### config.mk
export PLATFORM = sky130hd
export DESIGN_NAME = dsc_comment_line_filter_flat
export DESIGN_NICKNAME = d
export VERILOG_FILES = /design/src/hw/rtl/dclf_pkg.sv /design/src/hw/rtl/dclf_if.sv /design/src/hw/rtl/dclf_front.sv /design/src/hw/rtl/dclf_queue.sv /design/src/hw/rtl/dclf_back.sv /design/src/hw/rtl/dsc_comment_line_filter.sv /design/src/flat_wrapper.sv
export SDC_FILE = /design/constraint.sdc
export NUM_CORES = 1
export LEC_CHECK = 0
export ABC_AREA = 1
export BUFFER_PORTS_ARGS = -buffer_cell sky130_fd_sc_hd__buf_4
export CAP_MARGIN = 40
export CORE_ASPECT_RATIO = 0.8
export CORE_MARGIN = 4
export CORE_UTILIZATION = 39
export DETAILED_ROUTE_END_ITERATION = 8
export GPL_TIMING_DRIVEN = 0
export PLACE_DENSITY = 0.57
export SYNTH_ARGS = -nofsm -noshare
export SYNTH_HDL_FRONTEND = slang
export SYNTH_SLANG_ARGS = --single-unit
### constraint.sdc
create_clock -name clk -period 7.1 [get_ports clk]
set_clock_uncertainty 0.1 [all_clocks]
set_input_delay 1.065 -clock clk [delete_from_list [all_inputs] [get_ports clk]]
set_output_delay 1.065 -clock clk [all_outputs]
set_load 0.005 [all_outputs]
### src/hw/rtl/dclf_pkg.sv
`timescale 1ns / 1ps

package dclf_pkg;

    // Hold buffer and queue sizing
    localparam int HOLD_DEPTH  = 8;
    localparam int HOLD_IDX_W  = 3;
    localparam int CNT_W       = 4;
    localparam int NUM_KEYS    = 4;
    localparam int KEY_SLOTS   = 8;
    localparam int QUEUE_DEPTH = 4;
    localparam int QPTR_W      = 2;
    localparam int QCNT_W      = 3;

    // Line modes
    localparam logic [1:0] MODE_MATCH = 2'd0;
    localparam logic [1:0] MODE_PASS  = 2'd1;
    localparam logic [1:0] MODE_DROP  = 2'd2;

    // Characters
    localparam logic [7:0] PCT     = 8'h25;
    localparam logic [7:0] NEWLINE = 8'h0a;

    // Commands from front to back
    localparam logic [1:0] CMD_HOLD    = 2'd0;
    localparam logic [1:0] CMD_DISCARD = 2'd1;
    localparam logic [1:0] CMD_EMIT    = 2'd2;

    typedef struct packed {
        logic [1:0] kind;
        logic [7:0] data;
    } cmd_t;

    // Keywords after the two percent signs: EOF, BEGIN, END, TRAILER
    localparam logic [7:0] KEY_TEXT [NUM_KEYS][KEY_SLOTS] = '{
        '{8'h45, 8'h4f, 8'h46, 8'h00, 8'h00, 8'h00, 8'h00, 8'h00},
        '{8'h42, 8'h45, 8'h47, 8'h49, 8'h4e, 8'h00, 8'h00, 8'h00},
        '{8'h45, 8'h4e, 8'h44, 8'h00, 8'h00, 8'h00, 8'h00, 8'h00},
        '{8'h54, 8'h52, 8'h41, 8'h49, 8'h4c, 8'h45, 8'h52, 8'h00}
    };
    localparam logic [2:0] KEY_LEN [NUM_KEYS] = '{3'd3, 3'd5, 3'd3, 3'd7};

    // Fold a-z to upper case, leave every other byte alone
    function automatic logic [7:0] fold_upper(input logic [7:0] c);
        logic [7:0] r;
        r = c;
        if (c >= 8'h61 && c <= 8'h7a)
        begin
            r = c - 8'h20;
        end
        return r;
    endfunction

endpackage

### src/hw/rtl/dclf_if.sv
`timescale 1ns / 1ps

interface dclf_in_if;
    logic       valid;
    logic       ready;
    logic [7:0] data_byte;
    logic       end_of_data;

    modport source (output valid, output data_byte, output end_of_data, input ready);
    modport sink   (input valid, input data_byte, input end_of_data, output ready);
endinterface

interface dclf_out_if;
    logic       valid;
    logic       ready;
    logic [7:0] out_byte;
    logic       last_of_run;

    modport source (output valid, output out_byte, output last_of_run, input ready);
    modport sink   (input valid, input out_byte, input last_of_run, output ready);
endinterface

### src/hw/rtl/dclf_front.sv
`timescale 1ns / 1ps

module dclf_front
    import dclf_pkg::*;
(
    input  logic         clk,
    input  logic         rst_n,
    dclf_in_if.sink      in_ch,
    input  logic         q_full,
    output logic         push,
    output cmd_t         push_cmd
);

    logic [1:0]          mode_reg, mode_next;
    logic [CNT_W-1:0]    cnt_reg, cnt_next;
    logic [NUM_KEYS-1:0] alive_reg, alive_next;
    logic                accept;

    assign in_ch.ready = !q_full;
    assign accept      = in_ch.valid && !q_full;

    // Classify the word and pick the command for the back end
    always_comb
    begin
        logic [7:0]          b;
        logic [7:0]          u;
        logic [CNT_W-1:0]    k_w;
        logic [2:0]          k;
        logic [NUM_KEYS-1:0] alive_n;
        logic                full;
        b          = in_ch.data_byte;
        u          = fold_upper(b);
        k_w        = cnt_reg - CNT_W'(2);
        k          = k_w[2:0];
        alive_n    = alive_reg;
        full       = 1'b0;
        mode_next  = mode_reg;
        cnt_next   = cnt_reg;
        alive_next = alive_reg;
        push       = 1'b0;
        push_cmd   = '{kind: CMD_EMIT, data: b};

        case (mode_reg)
            MODE_PASS:
            begin
                push = 1'b1;
                if (b == NEWLINE)
                begin
                    mode_next = MODE_MATCH;
                end
            end
            MODE_DROP:
            begin
                if (b == NEWLINE)
                begin
                    mode_next = MODE_MATCH;
                end
            end
            default:
            begin
                // Match the prefix against all keywords at once
                if (cnt_reg < CNT_W'(2))
                begin
                    if (b != PCT)
                    begin
                        alive_n = '0;
                    end
                end
                else
                begin
                    for (int i = 0; i < NUM_KEYS; i++)
                    begin
                        if (alive_reg[i])
                        begin
                            if (k < KEY_LEN[i] && u == KEY_TEXT[i][k])
                            begin
                                if (({1'b0, k} + 4'd1) == {1'b0, KEY_LEN[i]})
                                begin
                                    full = 1'b1;
                                end
                            end
                            else
                            begin
                                alive_n[i] = 1'b0;
                            end
                        end
                    end
                end

                push = 1'b1;
                if (full)
                begin
                    push_cmd.kind = CMD_DISCARD;
                    cnt_next      = '0;
                    alive_next    = '1;
                    mode_next     = MODE_DROP;
                end
                else if (alive_n == '0 || cnt_reg >= CNT_W'(HOLD_DEPTH))
                begin
                    push_cmd.kind = CMD_EMIT;
                    cnt_next      = '0;
                    alive_next    = '1;
                    mode_next     = (b == NEWLINE) ? MODE_MATCH : MODE_PASS;
                end
                else
                begin
                    // At end of data a held word is released at once
                    push_cmd.kind = in_ch.end_of_data ? CMD_EMIT : CMD_HOLD;
                    cnt_next      = cnt_reg + CNT_W'(1);
                    alive_next    = alive_n;
                    mode_next     = MODE_MATCH;
                end
            end
        endcase

        // End of data returns to line start
        if (in_ch.end_of_data)
        begin
            mode_next  = MODE_MATCH;
            cnt_next   = '0;
            alive_next = '1;
        end

        if (!accept)
        begin
            push = 1'b0;
        end
    end

    // Advance line state on each accepted word
    always_ff @(posedge clk or negedge rst_n)
    begin
        if (!rst_n)
        begin
            mode_reg  <= MODE_MATCH;
            cnt_reg   <= '0;
            alive_reg <= '1;
        end
        else if (accept)
        begin
            mode_reg  <= mode_next;
            cnt_reg   <= cnt_next;
            alive_reg <= alive_next;
        end
    end

endmodule

### src/hw/rtl/dclf_queue.sv
`timescale 1ns / 1ps

module dclf_queue
    import dclf_pkg::*;
(
    input  logic clk,
    input  logic rst_n,
    input  logic push,
    input  cmd_t push_cmd,
    input  logic pop,
    output logic full,
    output logic empty,
    output cmd_t head
);

    cmd_t              entry_reg [QUEUE_DEPTH];
    logic [QPTR_W-1:0] wr_ptr_reg;
    logic [QPTR_W-1:0] rd_ptr_reg;
    logic [QCNT_W-1:0] count_reg;
    logic              do_push;
    logic              do_pop;

    assign full    = (count_reg == QCNT_W'(QUEUE_DEPTH));
    assign empty   = (count_reg == '0);
    assign head    = entry_reg[rd_ptr_reg];
    assign do_push = push && !full;
    assign do_pop  = pop && !empty;

    // Store commands
    always_ff @(posedge clk)
    begin
        if (do_push)
        begin
            entry_reg[wr_ptr_reg] <= push_cmd;
        end
    end

    // Advance pointers and count
    always_ff @(posedge clk or negedge rst_n)
    begin
        if (!rst_n)
        begin
            wr_ptr_reg <= '0;
            rd_ptr_reg <= '0;
            count_reg  <= '0;
        end
        else
        begin
            if (do_push)
            begin
                wr_ptr_reg <= wr_ptr_reg + QPTR_W'(1);
            end
            if (do_pop)
            begin
                rd_ptr_reg <= rd_ptr_reg + QPTR_W'(1);
            end
            if (do_push && !do_pop)
            begin
                count_reg <= count_reg + QCNT_W'(1);
            end
            else if (do_pop && !do_push)
            begin
                count_reg <= count_reg - QCNT_W'(1);
            end
        end
    end

endmodule

### src/hw/rtl/dclf_back.sv
`timescale 1ns / 1ps

module dclf_back
    import dclf_pkg::*;
(
    input  logic         clk,
    input  logic         rst_n,
    input  logic         head_valid,
    input  cmd_t         head,
    output logic         pop,
    dclf_out_if.source   out_ch
);

    logic [7:0]       held_reg [HOLD_DEPTH];
    logic [CNT_W-1:0] cnt_reg, cnt_next;
    logic [CNT_W-1:0] idx_reg, idx_next;
    logic             out_valid_reg, out_valid_next;
    logic [7:0]       out_byte_reg, out_byte_next;
    logic             out_last_reg, out_last_next;
    logic             load_ok;
    logic             hold_wr;

    assign load_ok            = !out_valid_reg || out_ch.ready;
    assign out_ch.valid       = out_valid_reg;
    assign out_ch.out_byte    = out_byte_reg;
    assign out_ch.last_of_run = out_last_reg;

    // Execute the head command
    always_comb
    begin
        pop            = 1'b0;
        hold_wr        = 1'b0;
        cnt_next       = cnt_reg;
        idx_next       = idx_reg;
        out_valid_next = out_valid_reg && !out_ch.ready;
        out_byte_next  = out_byte_reg;
        out_last_next  = out_last_reg;
        if (head_valid)
        begin
            case (head.kind)
                CMD_HOLD:
                begin
                    pop      = 1'b1;
                    hold_wr  = 1'b1;
                    cnt_next = cnt_reg + CNT_W'(1);
                end
                CMD_DISCARD:
                begin
                    pop      = 1'b1;
                    cnt_next = '0;
                end
                CMD_EMIT:
                begin
                    if (load_ok)
                    begin
                        out_valid_next = 1'b1;
                        if (idx_reg < cnt_reg)
                        begin
                            // Release held words in order
                            out_byte_next = held_reg[idx_reg[HOLD_IDX_W-1:0]];
                            out_last_next = 1'b0;
                            idx_next      = idx_reg + CNT_W'(1);
                        end
                        else
                        begin
                            out_byte_next = head.data;
                            out_last_next = 1'b1;
                            idx_next      = '0;
                            cnt_next      = '0;
                            pop           = 1'b1;
                        end
                    end
                end
                default:
                begin
                    pop = 1'b1;
                end
            endcase
        end
    end

    // Hold buffer
    always_ff @(posedge clk)
    begin
        if (hold_wr)
        begin
            held_reg[cnt_reg[HOLD_IDX_W-1:0]] <= head.data;
        end
    end

    // Output payload
    always_ff @(posedge clk)
    begin
        out_byte_reg <= out_byte_next;
        out_last_reg <= out_last_next;
    end

    // Control state
    always_ff @(posedge clk or negedge rst_n)
    begin
        if (!rst_n)
        begin
            cnt_reg       <= '0;
            idx_reg       <= '0;
            out_valid_reg <= 1'b0;
        end
        else
        begin
            cnt_reg       <= cnt_next;
            idx_reg       <= idx_next;
            out_valid_reg <= out_valid_next;
        end
    end

    hold_count_bound: assert property (@(posedge clk) disable iff (!rst_n)
        cnt_reg <= CNT_W'(HOLD_DEPTH))
        else $error("hold count beyond buffer depth");

    release_index_bound: assert property (@(posedge clk) disable iff (!rst_n)
        idx_reg <= cnt_reg)
        else $error("release index passed hold count");

    hold_into_full: assert property (@(posedge clk) disable iff (!rst_n)
        (head_valid && head.kind == CMD_HOLD) |-> (cnt_reg < CNT_W'(HOLD_DEPTH)))
        else $error("hold command with full buffer");

endmodule

### src/hw/rtl/dsc_comment_line_filter.sv
`timescale 1ns / 1ps
// Path: an emitted word passes through the command queue and then the output register, unless
// queued behind others; held prefix words wait in the hold buffer for release.
// Throughput: one input word per cycle while the command queue is not full; the output stage,
// a single output register, moves one word per cycle while the sink is ready, held words first.
// The four-entry command queue takes up to three more input words while a released prefix drains.
// Reset (rst_n low, asynchronous) returns to line start, empties queue and hold, drops output valid.
module dsc_comment_line_filter
    import dclf_pkg::*;
(
    input  logic         clk,
    input  logic         rst_n,
    dclf_in_if.sink      in_ch,
    dclf_out_if.source   out_ch
);

    logic push;
    cmd_t push_cmd;
    logic pop;
    logic q_full;
    logic q_empty;
    cmd_t q_head;

    dclf_front u_front (
        .clk      (clk),
        .rst_n    (rst_n),
        .in_ch    (in_ch),
        .q_full   (q_full),
        .push     (push),
        .push_cmd (push_cmd)
    );

    dclf_queue u_queue (
        .clk      (clk),
        .rst_n    (rst_n),
        .push     (push),
        .push_cmd (push_cmd),
        .pop      (pop),
        .full     (q_full),
        .empty    (q_empty),
        .head     (q_head)
    );

    dclf_back u_back (
        .clk        (clk),
        .rst_n      (rst_n),
        .head_valid (!q_empty),
        .head       (q_head),
        .pop        (pop),
        .out_ch     (out_ch)
    );

endmodule
### src/flat_wrapper.sv
// flat-port wrapper written by rule: the top's interface ports become plain ports
module dsc_comment_line_filter_flat import dclf_pkg::*;
  (clk, rst_n, in_ch_valid, in_ch_data_byte, in_ch_end_of_data, in_ch_ready, out_ch_valid, out_ch_out_byte, out_ch_last_of_run, out_ch_ready);
  dclf_in_if in_ch_i ();
  dclf_out_if out_ch_i ();
  input  logic clk;
  input  logic rst_n;
  input wire logic [$bits(in_ch_i.valid)-1:0] in_ch_valid;
  input wire logic [$bits(in_ch_i.data_byte)-1:0] in_ch_data_byte;
  input wire logic [$bits(in_ch_i.end_of_data)-1:0] in_ch_end_of_data;
  output wire logic [$bits(in_ch_i.ready)-1:0] in_ch_ready;
  output wire logic [$bits(out_ch_i.valid)-1:0] out_ch_valid;
  output wire logic [$bits(out_ch_i.out_byte)-1:0] out_ch_out_byte;
  output wire logic [$bits(out_ch_i.last_of_run)-1:0] out_ch_last_of_run;
  input wire logic [$bits(out_ch_i.ready)-1:0] out_ch_ready;
  assign in_ch_i.valid = in_ch_valid;
  assign in_ch_i.data_byte = in_ch_data_byte;
  assign in_ch_i.end_of_data = in_ch_end_of_data;
  assign in_ch_ready = in_ch_i.ready;
  assign out_ch_valid = out_ch_i.valid;
  assign out_ch_out_byte = out_ch_i.out_byte;
  assign out_ch_last_of_run = out_ch_i.last_of_run;
  assign out_ch_i.ready = out_ch_ready;
  dsc_comment_line_filter u_core (.clk(clk), .rst_n(rst_n), .in_ch(in_ch_i), .out_ch(out_ch_i));
endmodule
==> results.txt, run 1 <==
----------------------------------------------------
[Power]
  Power per unit of standard cell area ... 463 nW/um^2
  Maximum VDD drop ... 0.000204 V
  Internal power component ... 2.23 mW
  Share of total power consumed by net switching ... 0.378
  Reported net switching power ... 1.36 mW
  Sequential share of power ... 0.359
  Portion of total power attributed to combinational logic ... 0.381
  Clock network power share ... 0.260
  Total leakage power ... 3.01 nW

[Synth]
  Async set-or-reset flop fraction in the synthesized netlist ... 0.187
  Library cell occupying the most area in the post-synthesis netlist ... sky130_fd_sc_hd__edfxtp_1
  Sequential cell area fraction in the yosys report ... 0.609
  Synth Flop Type ... sky130_fd_sc_hd__edfxtp_1
  YS warnings ... 0
  Post-Syn Area per Cell ... 10.3 um^2
  Post-synthesis instance total ... 646
  Number of unique standard cell types used by synthesis ... 41
  Area share of the largest cell type after synthesis ... 0.511
  Synth Register Bits ... 139
  EDFF count, synth ... 113
  Cell types occupying the most area after synthesis ... sky130_fd_sc_hd__edfxtp_1 (51%), sky130_fd_sc_hd__dfrtp_1 (8.3%), sky130_fd_sc_hd__nor2_1 (6.8%)
  Combined area of all synthesized cells ... 6650 um^2
  Post-Syn Nets ... between 600 and 700

[GRT]
  Initial antenna violation count ... 0
  Global route hottest layer ... met2
  GR Layer Usage met3 ... 0.0372
  GR met2 Demand/Resource ... 0.236
  GRT overflow ... 0
  Met1 GRT Util ... 0.225
  First-pass GRT wire length ... ~24 mm
  Total global-route track usage ... 0.157
  Maximum number of pins on one net before global-route repair ... 27
  Number of global-route vias before repair ... between 4k and 5k

[Cells and area]
  Layout overhead on the synthesized area ... 16.5%
  Nets ... 731
  Filler Cell Count ... 1544
  Number of flip-flops in the largest register ... 64
  Antenna cell count ... 0
  Share of layout cells above drive strength 1 ... 0.121
  Util after Layout ... 0.466

[Worst setup path]
  Worst path max stage delay ... around 430 ps
  Worst path required time ... 7300 ps
  Worst setup EP type ... register
  Kind of critical path ... reg -> reg
  Depth of the worst register-to-register path ... 14
  Worst-path maximum fanout ... 10
  Crit-path slowest cell ... sky130_fd_sc_hd__fa_1
  Data arrival, critical path ... about 3500 ps
  Crit path cell chain ... clkbuf_1 > inv_1 > clkbuf_1 > a21oi_1 > a32oi_1 > ha_1 > nand2_1 > nand2_1 > ha_1 > inv_1 > fa_1 > a21oi_1 > o21ai_0 > xnor2_1
  Worst r2r dst ... u_core.u_queue.count_reg[2]
  Critical path launch point type ... register
  Startpoint of the worst register-to-register path ... u_core.u_queue.rd_ptr_reg[1]
  Reg-to-reg slack, setup ... between 3000 and 4000 ps

[STA]
  Count of final setup violators ... 0
  Fin. Hold Viols ... 0
  Sum Neg Setup Slack ... 0 ps
  Min cycle time layout ... 3300 ps
  Maximum clock frequency ... 303 MHz
  Least-Margin Pin Slew ... approximately 910 ps
  Minimum setup slack in the final design ... 3800 ps
  Post-route worst hold slack ... 407 ps
  Headroom to the max-slew limit ... 0.395
  Max-slew violation total from the final report ... 0
  Fraction of the cycle the final worst path needs ... 0.465
  Setup repair after global routing missed its margin ... no

[Worst hold path]
  Hold EP ... u_core.u_queue.count_reg[2]
  Hold Startpoint ... u_core.u_queue.count_reg[2]
  Worst min path class ... reg -> reg
  Hold Path Stages ... 1

[Clock network]
  Sink count of the clock tree ... 139
  Number of cells upsized or downsized after cts ... 0
  CTS tree ... yes
  CTS Buf Count ... 17
  Latest clock arrival within the worst-skew pair ... 410 ps
  Clock-pin slew of the registers on the worst-case setup and hold paths ... 60 ps
  Post-CTS Setup Bufs ... 0
  Worst-case clock buffer depth ... 2
  Post-cts hold buffer count ... 0
  H-tree level count ... 4
  Root Buffer ... sky130_fd_sc_hd__clkbuf_16

[Routing]
  DR DRC count ... 0
  Via density ... between 5 and 6
  Initial DRT Pass Iterations ... 5
  Wire length after detailed routing ... 14.6 mm
  Number of DRC markers after the initial detailed-route iteration ... 409
  ANT nets after route ... 0
  Average routed wire per standard cell ... 15.8 um
  Via total after detailed routing ... around 4.8k

[Placed design]
  Worst slack at placement ... approximately 3800 ps
  Weighted congestion reported at the end of routability-driven placement ... 0.894
  PortBufs ... 23
  Detail Placement HPWL ... 10.3 mm

[Floorplanning]
  Die Wd ... between 150 and 200 um
  Total Die Area ... 19200 um^2
  Initial core utilization ... 0.400
  Row Count ... 42
  Core Box Area ... 16600 um^2
  Vertical die dimension ... 125 um
  Ports ... 24

[Flow run]
  Max-Cap Viols ... 0

[Outcome]
  Result of the run ... finished clean

----------------------------------------------------
==> through the flow <==
step	power, mW	cell area, um^2	std cells
after global placement	2.62	7090	889
after floorplan	2.22	6650	646
final	3.59	7740	925
after detailed placement	2.67	7120	893
after global routing	3.84	7740	925
after CTS	3.60	7740	925
==> kinds of logic after synthesis <==
group / count (synthesis) / share of synthesized area
flops: 139 / 0.609
xor+xnor: 14 / 0.0184
fa+ha+maj: 26 / 0.0501
mux: 1 / 0.00169
simple gates: 277 / 0.174
compound gates: 107 / 0.0968
buf+inv: 82 / 0.0495
==> synth_stat cells, types with 3 or more instances <==
master                     number
sky130_fd_sc_hd__nor2_1       120
sky130_fd_sc_hd__edfxtp_1     113
sky130_fd_sc_hd__nand2_1      112
sky130_fd_sc_hd__inv_1         53
sky130_fd_sc_hd__o21ai_0       48
sky130_fd_sc_hd__ha_1          25
sky130_fd_sc_hd__dfrtp_1       22
sky130_fd_sc_hd__nand3_1       18
sky130_fd_sc_hd__clkbuf_1      17
sky130_fd_sc_hd__o32ai_1       16
sky130_fd_sc_hd__a21oi_1       14
sky130_fd_sc_hd__a31oi_1       11
sky130_fd_sc_hd__o22ai_1        9
sky130_fd_sc_hd__xor2_1         9
sky130_fd_sc_hd__nor3_1         6
sky130_fd_sc_hd__xnor2_1        5
sky130_fd_sc_hd__dfstp_2        4
sky130_fd_sc_hd__nand4_1        4
sky130_fd_sc_hd__buf_2          3
sky130_fd_sc_hd__nand2_2        3
sky130_fd_sc_hd__nand3_2        3
sky130_fd_sc_hd__nand3b_1       3
sky130_fd_sc_hd__nor2_4         3
==> layer usage <==
layer | routed length (um) | up-vias
met2 | 6420 | 145
met4 | 177 | 0
li1 | - | 2318
met5 | 0 | -
met3 | 906 | 15
met1 | 7090 | 2301
==> area by class of cell <==
type / count / area (um^2) / area share
Sequential cell: 139 / 4050 / 0.523
Tap cell: 220 / 275 / 0.0355
Buffer: 26 / 119 / 0.0153
Timing Repair Buffer: 27 / 203 / 0.0262
Multi-Input combinational cell: 425 / 2270 / 0.293
Clock buffer: 18 / 429 / 0.0554
Clock inverter: 14 / 191 / 0.0247
Inverter: 56 / 210 / 0.0271
==> power groups by stage <==
stage	registers, mW	logic, mW	clock network [mW]
finish	1.29	1.37	0.933
global route	1.31	1.54	0.990
CTS	1.29	1.37	0.948
detailed placement	1.30	1.36	0
global placement	1.30	1.32	0
floorplan	1.28	0.931	0
==> worst max-delay path by stage <==
stage	startpoint	end	slack, ps	depth (start not counted)
final	u_core.u_queue.rd_ptr_reg[1]	u_core.u_queue.count_reg[2]	3800	14
after floorplan	in_ch_data_byte[6]	u_core.u_queue.entry_reg[0][9]	4320	16
after CTS	u_core.u_queue.rd_ptr_reg[1]	u_core.u_queue.count_reg[2]	3770	14
after global placement	in_ch_data_byte[2]	u_core.u_queue.entry_reg[0][9]	3790	16
after global routing	u_core.u_queue.rd_ptr_reg[1]	u_core.u_queue.count_reg[2]	3370	14
after detailed placement	u_core.u_queue.rd_ptr_reg[1]	u_core.u_queue.count_reg[2]	3760	14
==> critical path: cells and delay by family, from the launching register on <==
family / cells / cell delay, ps
buffers and inverters: 4 / 870
adder cells (fa/ha/maj): 3 / 820
AO/OA/AOI/OAI: 4 / 680
flip-flops: 1 / 360
AND/OR/NAND/NOR: 2 / 230
XOR/XNOR: 1 / 140
==> placed cells by master (no fill, tap or decap), types with 4 or more instances in the layout <==
master,n
sky130_fd_sc_hd__dfstp_2,4
sky130_fd_sc_hd__nand3_1,18
sky130_fd_sc_hd__o21ai_0,48
sky130_fd_sc_hd__o32ai_1,16
sky130_fd_sc_hd__bufinv_16,4
sky130_fd_sc_hd__xor2_1,9
sky130_fd_sc_hd__inv_1,53
sky130_fd_sc_hd__nor3_1,6
sky130_fd_sc_hd__nand2_1,112
sky130_fd_sc_hd__a21oi_1,14
sky130_fd_sc_hd__buf_4,29
sky130_fd_sc_hd__clkbuf_16,17
sky130_fd_sc_hd__o22ai_1,9
sky130_fd_sc_hd__ha_1,25
sky130_fd_sc_hd__inv_6,4
sky130_fd_sc_hd__nor2_1,120
sky130_fd_sc_hd__xnor2_1,5
sky130_fd_sc_hd__dfrtp_1,22
sky130_fd_sc_hd__edfxtp_1,113
sky130_fd_sc_hd__nand4_1,4
sky130_fd_sc_hd__a31oi_1,11
sky130_fd_sc_hd__clkbuf_1,18
Note: power is estimated with default switching activity, not from simulation.
==> inputs of run 2 (changes only) <==
--- a/config.mk
+++ b/config.mk
@@ -5,7 +5,7 @@
 export SDC_FILE = /design/constraint.sdc
 export NUM_CORES = 1
 export LEC_CHECK = 0
-export ABC_AREA = 1
+export ABC_AREA = 0
 export BUFFER_PORTS_ARGS = -buffer_cell sky130_fd_sc_hd__buf_4
 export CAP_MARGIN = 40
 export CORE_ASPECT_RATIO = 0.8
@@ -13,7 +13,7 @@
 export CORE_UTILIZATION = 39
 export DETAILED_ROUTE_END_ITERATION = 8
 export GPL_TIMING_DRIVEN = 0
-export PLACE_DENSITY = 0.57
+export PLACE_DENSITY = 0.59
 export SYNTH_ARGS = -nofsm -noshare
 export SYNTH_HDL_FRONTEND = slang
 export SYNTH_SLANG_ARGS = --single-unit
==> constraint.sdc (replaced) <==
create_clock -name clk -period 2.9 [get_ports clk]
set_clock_uncertainty 0.1 [all_clocks]
set_input_delay 0.435 -clock clk [delete_from_list [all_inputs] [get_ports clk]]
set_output_delay 0.435 -clock clk [all_outputs]
set_load 0.005 [all_outputs]
==> run 2 against run 1 <==
Compared with the run above: wire length fell by 8.4%; sequential power rose by 130%; combinational power up 74%; via count is 18% lower; flip-flop and latch count did not move; core utilization increased by 2.7 points; critical path depth decreased by 1; worst setup slack lost 3800 ps; sequential share of layout area down 2.7 points; die area is 0.83% lower; design area grew 5.6%; critical endpoint is now u_core.u_front.cnt_reg[1]; largest power group is now sequential cells.
==> results.txt, run 2 <==
----------------------------------------------------
[Outcome]
  Result of the run ... finished clean (unchanged)

[STA]
  Sum Neg Setup Slack ... 0 ps (unchanged)
  Post-route worst hold slack ... 141 ps (was 407 ps)
  Fin. Hold Viols ... 0 (unchanged)
  Headroom to the max-slew limit ... 0.427 (was 0.395)
  Min cycle time layout ... 2870 ps (was 3300 ps)
  Count of final setup violators ... 0 (unchanged)
  Least-Margin Pin Slew ... 856 ps (was 907 ps)
  Fraction of the cycle the final worst path needs ... 0.989 (was 0.465)
  Setup repair after global routing missed its margin ... yes (was no)
  Max-slew violation total from the final report ... 0 (unchanged)
  Maximum clock frequency ... 349 MHz (was 303 MHz)

[Cells and area]
  Commonest non-fill, non-tap cells in the layout ... sky130_fd_sc_hd__edfxtp_1 (113), sky130_fd_sc_hd__buf_4 (47), sky130_fd_sc_hd__nor2_1 (29), sky130_fd_sc_hd__mux4_2 (26), sky130_fd_sc_hd__nand2_1 (25) (was sky130_fd_sc_hd__nor2_1 (120), sky130_fd_sc_hd__edfxtp_1 (113), sky130_fd_sc_hd__nand2_1 (112), sky130_fd_sc_hd__inv_1 (53), sky130_fd_sc_hd__o21ai_0 (48))
  Multi-input logic area ... 2490 um^2 (was 2270 um^2)
  Antenna cell count ... 0 (unchanged)
  Most frequent standard cell in the layout excluding fill and tap cells ... sky130_fd_sc_hd__edfxtp_1 (was sky130_fd_sc_hd__nor2_1)
  Share of layout cells above drive strength 1 ... 0.323 (was 0.121)
  Layout overhead on the synthesized area ... 24.1% (was 16.5%)
  Post-Layout Cell Count ... 756 (was 925)
  Nets ... 562 (was 731)
  Area taken by flip-flops and latches ... 4060 um^2 (was 4050 um^2)
  Filler Cell Count ... 1406 (was 1544)
  Number of flip-flops in the largest register ... 64 (unchanged)
  Util after Layout ... 0.494 (was 0.466)

[Synth]
  YS warnings ... 0 (unchanged)
  Post-Syn Nets ... 494 (was 685)
  Number of unique standard cell types used by synthesis ... 67 (was 41)
  Top-count cell post-synth ... sky130_fd_sc_hd__edfxtp_1 (was sky130_fd_sc_hd__nor2_1)
  Sequential cell area fraction in the yosys report ... 0.615 (was 0.609)
  Synth Flop Type ... sky130_fd_sc_hd__edfxtp_1 (unchanged)
  Library cell occupying the most area in the post-synthesis netlist ... sky130_fd_sc_hd__edfxtp_1 (unchanged)
  Area share of the largest cell type after synthesis ... 0.515 (was 0.511)
  Post-synthesis instance total ... 455 (was 646)
  Synth Register Bits ... 139 (unchanged)
  Post-Syn Area per Cell ... 14.5 um^2 (was 10.3 um^2)
  Combined area of all synthesized cells ... 6590 um^2 (was 6650 um^2)
  EDFF count, synth ... 113 (unchanged)
  Most frequent cells after synthesis ... sky130_fd_sc_hd__edfxtp_1 (113), sky130_fd_sc_hd__nor2_1 (30), sky130_fd_sc_hd__mux4_2 (26), sky130_fd_sc_hd__nand2_1 (26) (was sky130_fd_sc_hd__nor2_1 (120), sky130_fd_sc_hd__edfxtp_1 (113), sky130_fd_sc_hd__nand2_1 (112))
  Async set-or-reset flop fraction in the synthesized netlist ... 0.187 (unchanged)
  Cell types occupying the most area after synthesis ... sky130_fd_sc_hd__edfxtp_1 (52%), sky130_fd_sc_hd__mux4_2 (8.9%), sky130_fd_sc_hd__dfrtp_1 (8.4%) (was sky130_fd_sc_hd__edfxtp_1 (51%), sky130_fd_sc_hd__dfrtp_1 (8.3%), sky130_fd_sc_hd__nor2_1 (6.8%))

[Routing]
  Average routed wire per standard cell ... 17.7 um (was 15.8 um)
  Initial DRT Pass Iterations ... 4 (was 5)
  DR DRC count ... 0 (unchanged)
  Number of DRC markers after the initial detailed-route iteration ... 228 (was 409)
  Via total after detailed routing ... 3929 (was 4779)
  Via density ... 5.20 (was 5.17)
  ANT nets after route ... 0 (unchanged)
  Wire length after detailed routing ... 13.4 mm (was 14.6 mm)

[Floorplanning]
  Total Die Area ... 19000 um^2 (was 19200 um^2)
  Core Box Area ... 16600 um^2 (about the same)
  Ports ... 24 (unchanged)
  Vertical die dimension ... 124 um (was 125 um)
  Die Wd ... 153 um (was 154 um)
  Row Count ... 42 (unchanged)
  Initial core utilization ... 0.398 (was 0.400)

[Clock network]
  Clock-pin slew of the registers on the worst-case setup and hold paths ... 60 ps (about the same)
  Latest clock arrival within the worst-skew pair ... 420 ps (was 410 ps)
  CTS tree ... yes (unchanged)
  CTS Buf Count ... 17 (unchanged)
  Sink count of the clock tree ... 139 (unchanged)
  H-tree level count ... 4 (unchanged)
  Root Buffer ... sky130_fd_sc_hd__clkbuf_16 (unchanged)
  Worst-case clock buffer depth ... 2 (unchanged)

[Worst setup path]
  Timing endpoint of the critical path ... u_core.u_front.cnt_reg[1] (was u_core.u_queue.count_reg[2])
  Worst path required time ... 3160 ps (was 7300 ps)
  Critical path's most frequent cell ... sky130_fd_sc_hd__buf_12
  Crit-path slowest cell ... sky130_fd_sc_hd__dfrtp_2 (was sky130_fd_sc_hd__fa_1)
  Reg-to-reg slack, setup ... 30 ps (was 3800 ps)
  Startpoint of the worst register-to-register path ... u_core.u_front.cnt_reg[1] (was u_core.u_queue.rd_ptr_reg[1])
  Cell class contributing the biggest share of worst-path delay ... compound AO/OA/AOI/OAI gates (was buffers and inverters)
  Kind of critical path ... reg -> reg (unchanged)
  Worst r2r dst ... u_core.u_front.cnt_reg[1] (was u_core.u_queue.count_reg[2])
  Worst setup EP type ... register (unchanged)
  Worst-path maximum fanout ... 7 (was 10)
  CP Depth ... 13 (was 14)
  Critical path launch point type ... register (unchanged)
  Data arrival, critical path ... 3120 ps (was 3500 ps)
  Critical path buffers and inverters ... 4 (unchanged)
  Worst setup startpoint ... u_core.u_front.cnt_reg[1] (was u_core.u_queue.rd_ptr_reg[1])
  Crit path cell chain ... inv_4 > ha_4 > buf_12 > mux2i_4 > xnor2_2 > nor4bb_4 > o2111ai_2 > buf_4 > a211oi_4 > o31ai_4 > nor3_4 > buf_12 > a22o_1 (was clkbuf_1 > inv_1 > clkbuf_1 > a21oi_1 > a32oi_1 > ha_1 > nand2_1 > nand2_1 > ha_1 > inv_1 > fa_1 > a21oi_1 > o21ai_0 > xnor2_1)
  Depth of the worst register-to-register path ... 13 (was 14)
  Worst path max stage delay ... 430 ps (about the same)

[Power]
  Total design power ... 7.85 mW (was 3.59 mW)
  Maximum VDD drop ... 0.000409 V (was 0.000204 V)
  Power per unit of standard cell area ... 961 nW/um^2 (was 463 nW/um^2)
  Total leakage power ... 2.96 nW (was 3.01 nW)

[Worst hold path]
  Worst min path class ... in -> reg (was reg -> reg)
  Hold Startpoint ... in_ch_data_byte[6] (was u_core.u_queue.count_reg[2])

[Placed design]
  Placed cell count ... 701 (was 893)
  PortBufs ... 23 (unchanged)
  Detail Placement HPWL ... 9.26 mm (was 10.3 mm)
  Weighted congestion reported at the end of routability-driven placement ... 0.838 (was 0.894)

[GRT]
  Number of global-route vias before repair ... 3992 (was 4567)
  Maximum number of pins on one net before global-route repair ... 27 (unchanged)
  First-pass GRT wire length ... 21.5 mm (was 24.0 mm)
  GRT overflow ... 0 (unchanged)
  Initial antenna violation count ... 0 (unchanged)
  Total global-route track usage ... 0.145 (was 0.157)

[Flow run]
  Max-Cap Viols ... 0 (unchanged)

----------------------------------------------------
-- run 2: cell types whose count changed after synthesis, moves of 10 or more --
cell and change:
sky130_fd_sc_hd__inv_1 -28, sky130_fd_sc_hd__mux2i_1 +10, sky130_fd_sc_hd__mux4_2 +26, sky130_fd_sc_hd__nand2_1 -86, sky130_fd_sc_hd__nor2_1 -90, sky130_fd_sc_hd__o21ai_0 -29, sky130_fd_sc_hd__o32ai_1 -16
-- run 2: kinds of logic after synthesis --
kind of cell / Yosys count / synth area share
simple gates: 117 / 0.0963
xor+xnor: 16 / 0.0213
compound gates: 75 / 0.0796
fa+ha+maj: 26 / 0.0505
mux: 37 / 0.106
buf+inv: 45 / 0.0319
flops: 139 / 0.615
-- run 2: final cells by class --
class,count,share of cell area
clock inverters,13,0.0301
well taps,220,0.0337
flip-flops and latches,139,0.496
multi-input cells,271,0.305
plain buffers,17,0.0170
clock buffers,19,0.0530
repair buffers,52,0.0520
inverters,25,0.0129
-- run 2: per-layer routing --
metal / up-vias / part of all wire / track usage
met2: 67 / 0.48 / 0.226
met4: 0 / 0.0085 / 0.0435
met3: 10 / 0.037 / 0.0421
li1: 1873 / - / -
met5: - / 0 / 0
met1: 1979 / 0.47 / 0.200
-- run 2: repair_timing --
item,CTS,global route
hold buffers,1,0
hold endpoints to repair,22,0
pin swaps,10,13
resized for setup,33,30
endpoints found under the setup margin,87,46
setup buffers,11,13
-- run 2: worst min-delay path by stage --
stage / end / slack, ps / cells after the start
final: u_core.u_queue.entry_reg[0][6] / 140 / 1
after detailed placement: u_core.u_back.out_ch.valid / 280 / 1
after global placement: u_core.u_queue.count_reg[2] / 270 / 1
after global routing: u_core.u_queue.entry_reg[3][6] / 120 / 1
after floorplan: u_core.u_back.cnt_reg[0] / 40 / 0
after CTS: u_core.u_queue.entry_reg[0][6] / 120 / 1
-- run 2: where the power goes --
group	total, mW	internal, mW	switching (mW)
logic	2.39	1.05	1.33
clock network	2.47	1.69	0.778
registers	3.00	2.79	0.210
total	7.85	5.53	2.32
-- run 2: stage by stage --
| step | cell area, um^2 | setup slack (ps) |
|---|---|---|
| 6_report | 8180 | 32.2 |
| 5_1_grt | 8180 | -113 |
| 4_1_cts | 7960 | 0.649 |
| 3_5_place_dp | 7070 | -499 |
| 3_3_place_gp | 7040 | -440 |
| 2_1_floorplan | 6590 | 42.5 |
==> inputs of run 3 (changes only) <==
--- a/config.mk
+++ b/config.mk
@@ -13,7 +13,7 @@
 export CORE_UTILIZATION = 39
 export DETAILED_ROUTE_END_ITERATION = 8
 export GPL_TIMING_DRIVEN = 0
-export PLACE_DENSITY = 0.59
+export REMOVE_ABC_BUFFERS = 1
 export SYNTH_ARGS = -nofsm -noshare
 export SYNTH_HDL_FRONTEND = slang
 export SYNTH_SLANG_ARGS = --single-unit
==> run 3 against run 2 <==
Compared with the run above: final cell count decreased by 2.1%; die area unchanged; design area decreased by 3.3%; the run now ends with setup timing left; register-to-register slack got worse by 50 ps; critical path type unchanged; flip-flop and latch count unchanged; wire length decreased by 6.0%; first-iteration DRC count increased by 51%; worst setup slack got worse by 49 ps; total power decreased by 4.9%; clock power decreased by 13%; non-clock buffer count decreased by 16; hold slack improved by 61 ps.
==> results.txt, run 3 (synthesis results as in run 2) <==
----------------------------------------------------
[Outcome]
  Result of the run ... complete, but fails checks (was finished clean)
  Failing checks ... setup timing

[Cells and area]
  Commonest non-fill, non-tap cells in the layout ... sky130_fd_sc_hd__edfxtp_1 (113), sky130_fd_sc_hd__buf_4 (46), sky130_fd_sc_hd__nor2_1 (30), sky130_fd_sc_hd__mux4_2 (26), sky130_fd_sc_hd__nand2_1 (26) (was sky130_fd_sc_hd__edfxtp_1 (113), sky130_fd_sc_hd__buf_4 (47), sky130_fd_sc_hd__nor2_1 (29), sky130_fd_sc_hd__mux4_2 (26), sky130_fd_sc_hd__nand2_1 (25))
  Post-Layout Cell Count ... 740 (was 756)
  Antenna cell count ... 0 (unchanged)
  Nets ... 546 (was 562)
  Layout overhead on the synthesized area ... 20.0% (was 24.1%)
  Most frequent standard cell in the layout excluding fill and tap cells ... sky130_fd_sc_hd__edfxtp_1 (unchanged)
  Share of layout cells above drive strength 1 ... 0.300 (was 0.323)
  Number of flip-flops in the largest register ... 64 (unchanged)

[Power]
  Power per unit of standard cell area ... 945 nW/um^2 (was 961 nW/um^2)
  Total leakage power ... 2.84 nW (was 2.96 nW)
  Maximum VDD drop ... 0.000477 V (was 0.000409 V)

[STA]
  Minimum setup slack in the final design ... -16.8 ps (was 32.2 ps)
  Fraction of the cycle the final worst path needs ... 1.01 (was 0.989)
  Maximum clock frequency ... 343 MHz (was 349 MHz)
  Count of final setup violators ... 2 (was 0)
  Headroom to the max-slew limit ... 0.347 (was 0.427)
  Setup repair after global routing missed its margin ... yes (unchanged)
  Max-slew violation total from the final report ... 0 (unchanged)
  Least-Margin Pin Slew ... 966 ps (was 856 ps)
  Sum Neg Setup Slack ... -22.9 ps (was 0 ps)
  Min cycle time layout ... 2920 ps (was 2870 ps)
  Fin. Hold Viols ... 0 (unchanged)

[GRT]
  Number of global-route vias before repair ... 3959 (was 3992)
  Maximum number of pins on one net before global-route repair ... 27 (unchanged)
  Initial antenna violation count ... 0 (unchanged)
  First-pass GRT wire length ... 21.0 mm (was 21.5 mm)
  GRT overflow ... 0 (unchanged)
  Total global-route track usage ... 0.139 (was 0.145)

[Floorplanning]
  Row Count ... 42 (unchanged)
  Vertical die dimension ... 124 um (unchanged)
  Core Box Area ... 16600 um^2 (unchanged)
  Ports ... 24 (unchanged)
  Initial core utilization ... 0.398 (unchanged)
  Total Die Area ... 19000 um^2 (unchanged)
  Die Wd ... 153 um (unchanged)

[Worst setup path]
  Crit path cell chain ... inv_4 > ha_4 > buf_4 > buf_4 > a211oi_1 > o2111a_1 > nand4b_1 > a211oi_2 > o31ai_4 > nor3_4 > a22o_1 (was inv_4 > ha_4 > buf_12 > mux2i_4 > xnor2_2 > nor4bb_4 > o2111ai_2 > buf_4 > a211oi_4 > o31ai_4 > nor3_4 > buf_12 > a22o_1)
  Critical path buffers and inverters ... 3 (was 4)
  Cell class contributing the biggest share of worst-path delay ... compound AO/OA/AOI/OAI gates (unchanged)
  Data arrival, critical path ... 3170 ps (was 3120 ps)
  Reg-to-reg slack, setup ... -20 ps (was 30 ps)
  Kind of critical path ... reg -> reg (unchanged)
  Critical path launch point type ... register (unchanged)
  Crit-path slowest cell ... sky130_fd_sc_hd__dfrtp_2 (unchanged)
  Worst setup EP type ... register (unchanged)
  Worst-path maximum fanout ... 7 (unchanged)
  Critical path's most frequent cell ... sky130_fd_sc_hd__buf_4 (was sky130_fd_sc_hd__buf_12)
  Worst path required time ... 3150 ps (was 3160 ps)
  Worst path max stage delay ... 440 ps (was 430 ps)

[Placed design]
  Placed cell count ... 684 (was 701)
  Weighted congestion reported at the end of routability-driven placement ... 0.799 (was 0.838)
  PortBufs ... 23 (unchanged)
  Worst slack at placement ... -575 ps (was -499 ps)
  Detail Placement HPWL ... 8.43 mm (was 9.26 mm)

[Routing]
  Number of DRC markers after the initial detailed-route iteration ... 345 (was 228)
  Via density ... 5.23 (was 5.20)
  Average routed wire per standard cell ... 17.0 um (was 17.7 um)
  Initial DRT Pass Iterations ... 5 (was 4)
  DR DRC count ... 0 (unchanged)
  Via total after detailed routing ... 3871 (was 3929)
  Wire length after detailed routing ... 12.6 mm (was 13.4 mm)
  ANT nets after route ... 0 (unchanged)

[Clock network]
  CTS tree ... yes (unchanged)
  Worst-case clock buffer depth ... 2 (unchanged)
  Root Buffer ... sky130_fd_sc_hd__clkbuf_16 (unchanged)
  Latest clock arrival within the worst-skew pair ... 420 ps (about the same)
  Sink count of the clock tree ... 139 (unchanged)
  H-tree level count ... 4 (unchanged)
  CTS Buf Count ... 17 (unchanged)
  Clock-pin slew of the registers on the worst-case setup and hold paths ... 70 ps (was 60 ps)

[Worst hold path]
  Worst min path class ... in -> reg (unchanged)

[Flow run]
  Max-Cap Viols ... 0 (unchanged)

----------------------------------------------------
run 3: routing by layer:
layer	vias to the layer above	global-route usage	share of wire
li1	1838	-	-
met5	-	0	0
met2	92	0.225	0.49
met4	0	0.0466	0.011
met3	10	0.0338	0.044
met1	1931	0.186	0.45
run 3: layout make-up:
cell class / count / area, um^2
clock buffers: 17 / 425
clock inverters: 15 / 174
fillers: 1433 / 8650
inverters: 25 / 98.8
multi-input cells: 271 / 2430
flip-flops and latches: 139 / 4060
well taps: 220 / 275
repair buffers: 53 / 443
run 3: power by group:
group	total (mW)	switching [mW]	leakage, nW	internal, mW
registers	3.05	0.260	1.32	2.79
logic	2.28	1.20	1.24	1.09
clock network	2.14	0.974	0.287	1.16
run 3: metrics by stage:
step / area, um^2 / total power [mW] / hold slack (ps) / util
2_1_floorplan: 6470 / 4.46 / 39.4 / -
3_3_place_gp: 6920 / 5.02 / 269 / 0.418
3_5_place_dp: 7010 / 5.23 / 280 / 0.423
4_1_cts: 7780 / 7.51 / 172 / 0.470
5_1_grt: 7910 / 7.94 / 188 / 0.478
6_report: 7910 / 7.47 / 201 / 0.478
run 3: final timing paths:
| path | start | end | cells after the start |
|---|---|---|---|
| worst max register to register | u_core.u_front.cnt_reg[1] | u_core.u_front.cnt_reg[3] | 11 |
| worst min-delay path | in_ch_data_byte[5] | u_core.u_queue.entry_reg[2][5] | 1 |
| min in group asynchronous | rst_n | u_core.u_back.idx_reg[1] | 2 |
| worst max-delay path | u_core.u_front.cnt_reg[1] | u_core.u_front.cnt_reg[3] | 11 |
| worst min register to register | u_core.u_queue.count_reg[2] | u_core.u_queue.count_reg[2] | 1 |
| max in group asynchronous | rst_n | u_core.u_front.alive_reg[2] | 2 |
run 3: timing repair:
action                                  CTS  global route
endpoints found under the hold margin    22             0
cloned                                    0             0
pin swaps                                10            16
endpoints found under the setup margin   81            15
hold buffers                              1             0
buffers inserted                         15             8
resized for setup                        24            14
run 3: worst register-to-register path: stages, from the launching register on:
cell	delay [ps]
sky130_fd_sc_hd__dfrtp_2	440
sky130_fd_sc_hd__inv_4	110
sky130_fd_sc_hd__ha_4	230
sky130_fd_sc_hd__buf_4	170
sky130_fd_sc_hd__buf_4	130
sky130_fd_sc_hd__a211oi_1	200
sky130_fd_sc_hd__o2111a_1	280
sky130_fd_sc_hd__nand4b_1	180
sky130_fd_sc_hd__a211oi_2	360
sky130_fd_sc_hd__o31ai_4	140
sky130_fd_sc_hd__nor3_4	320
sky130_fd_sc_hd__a22o_1	190
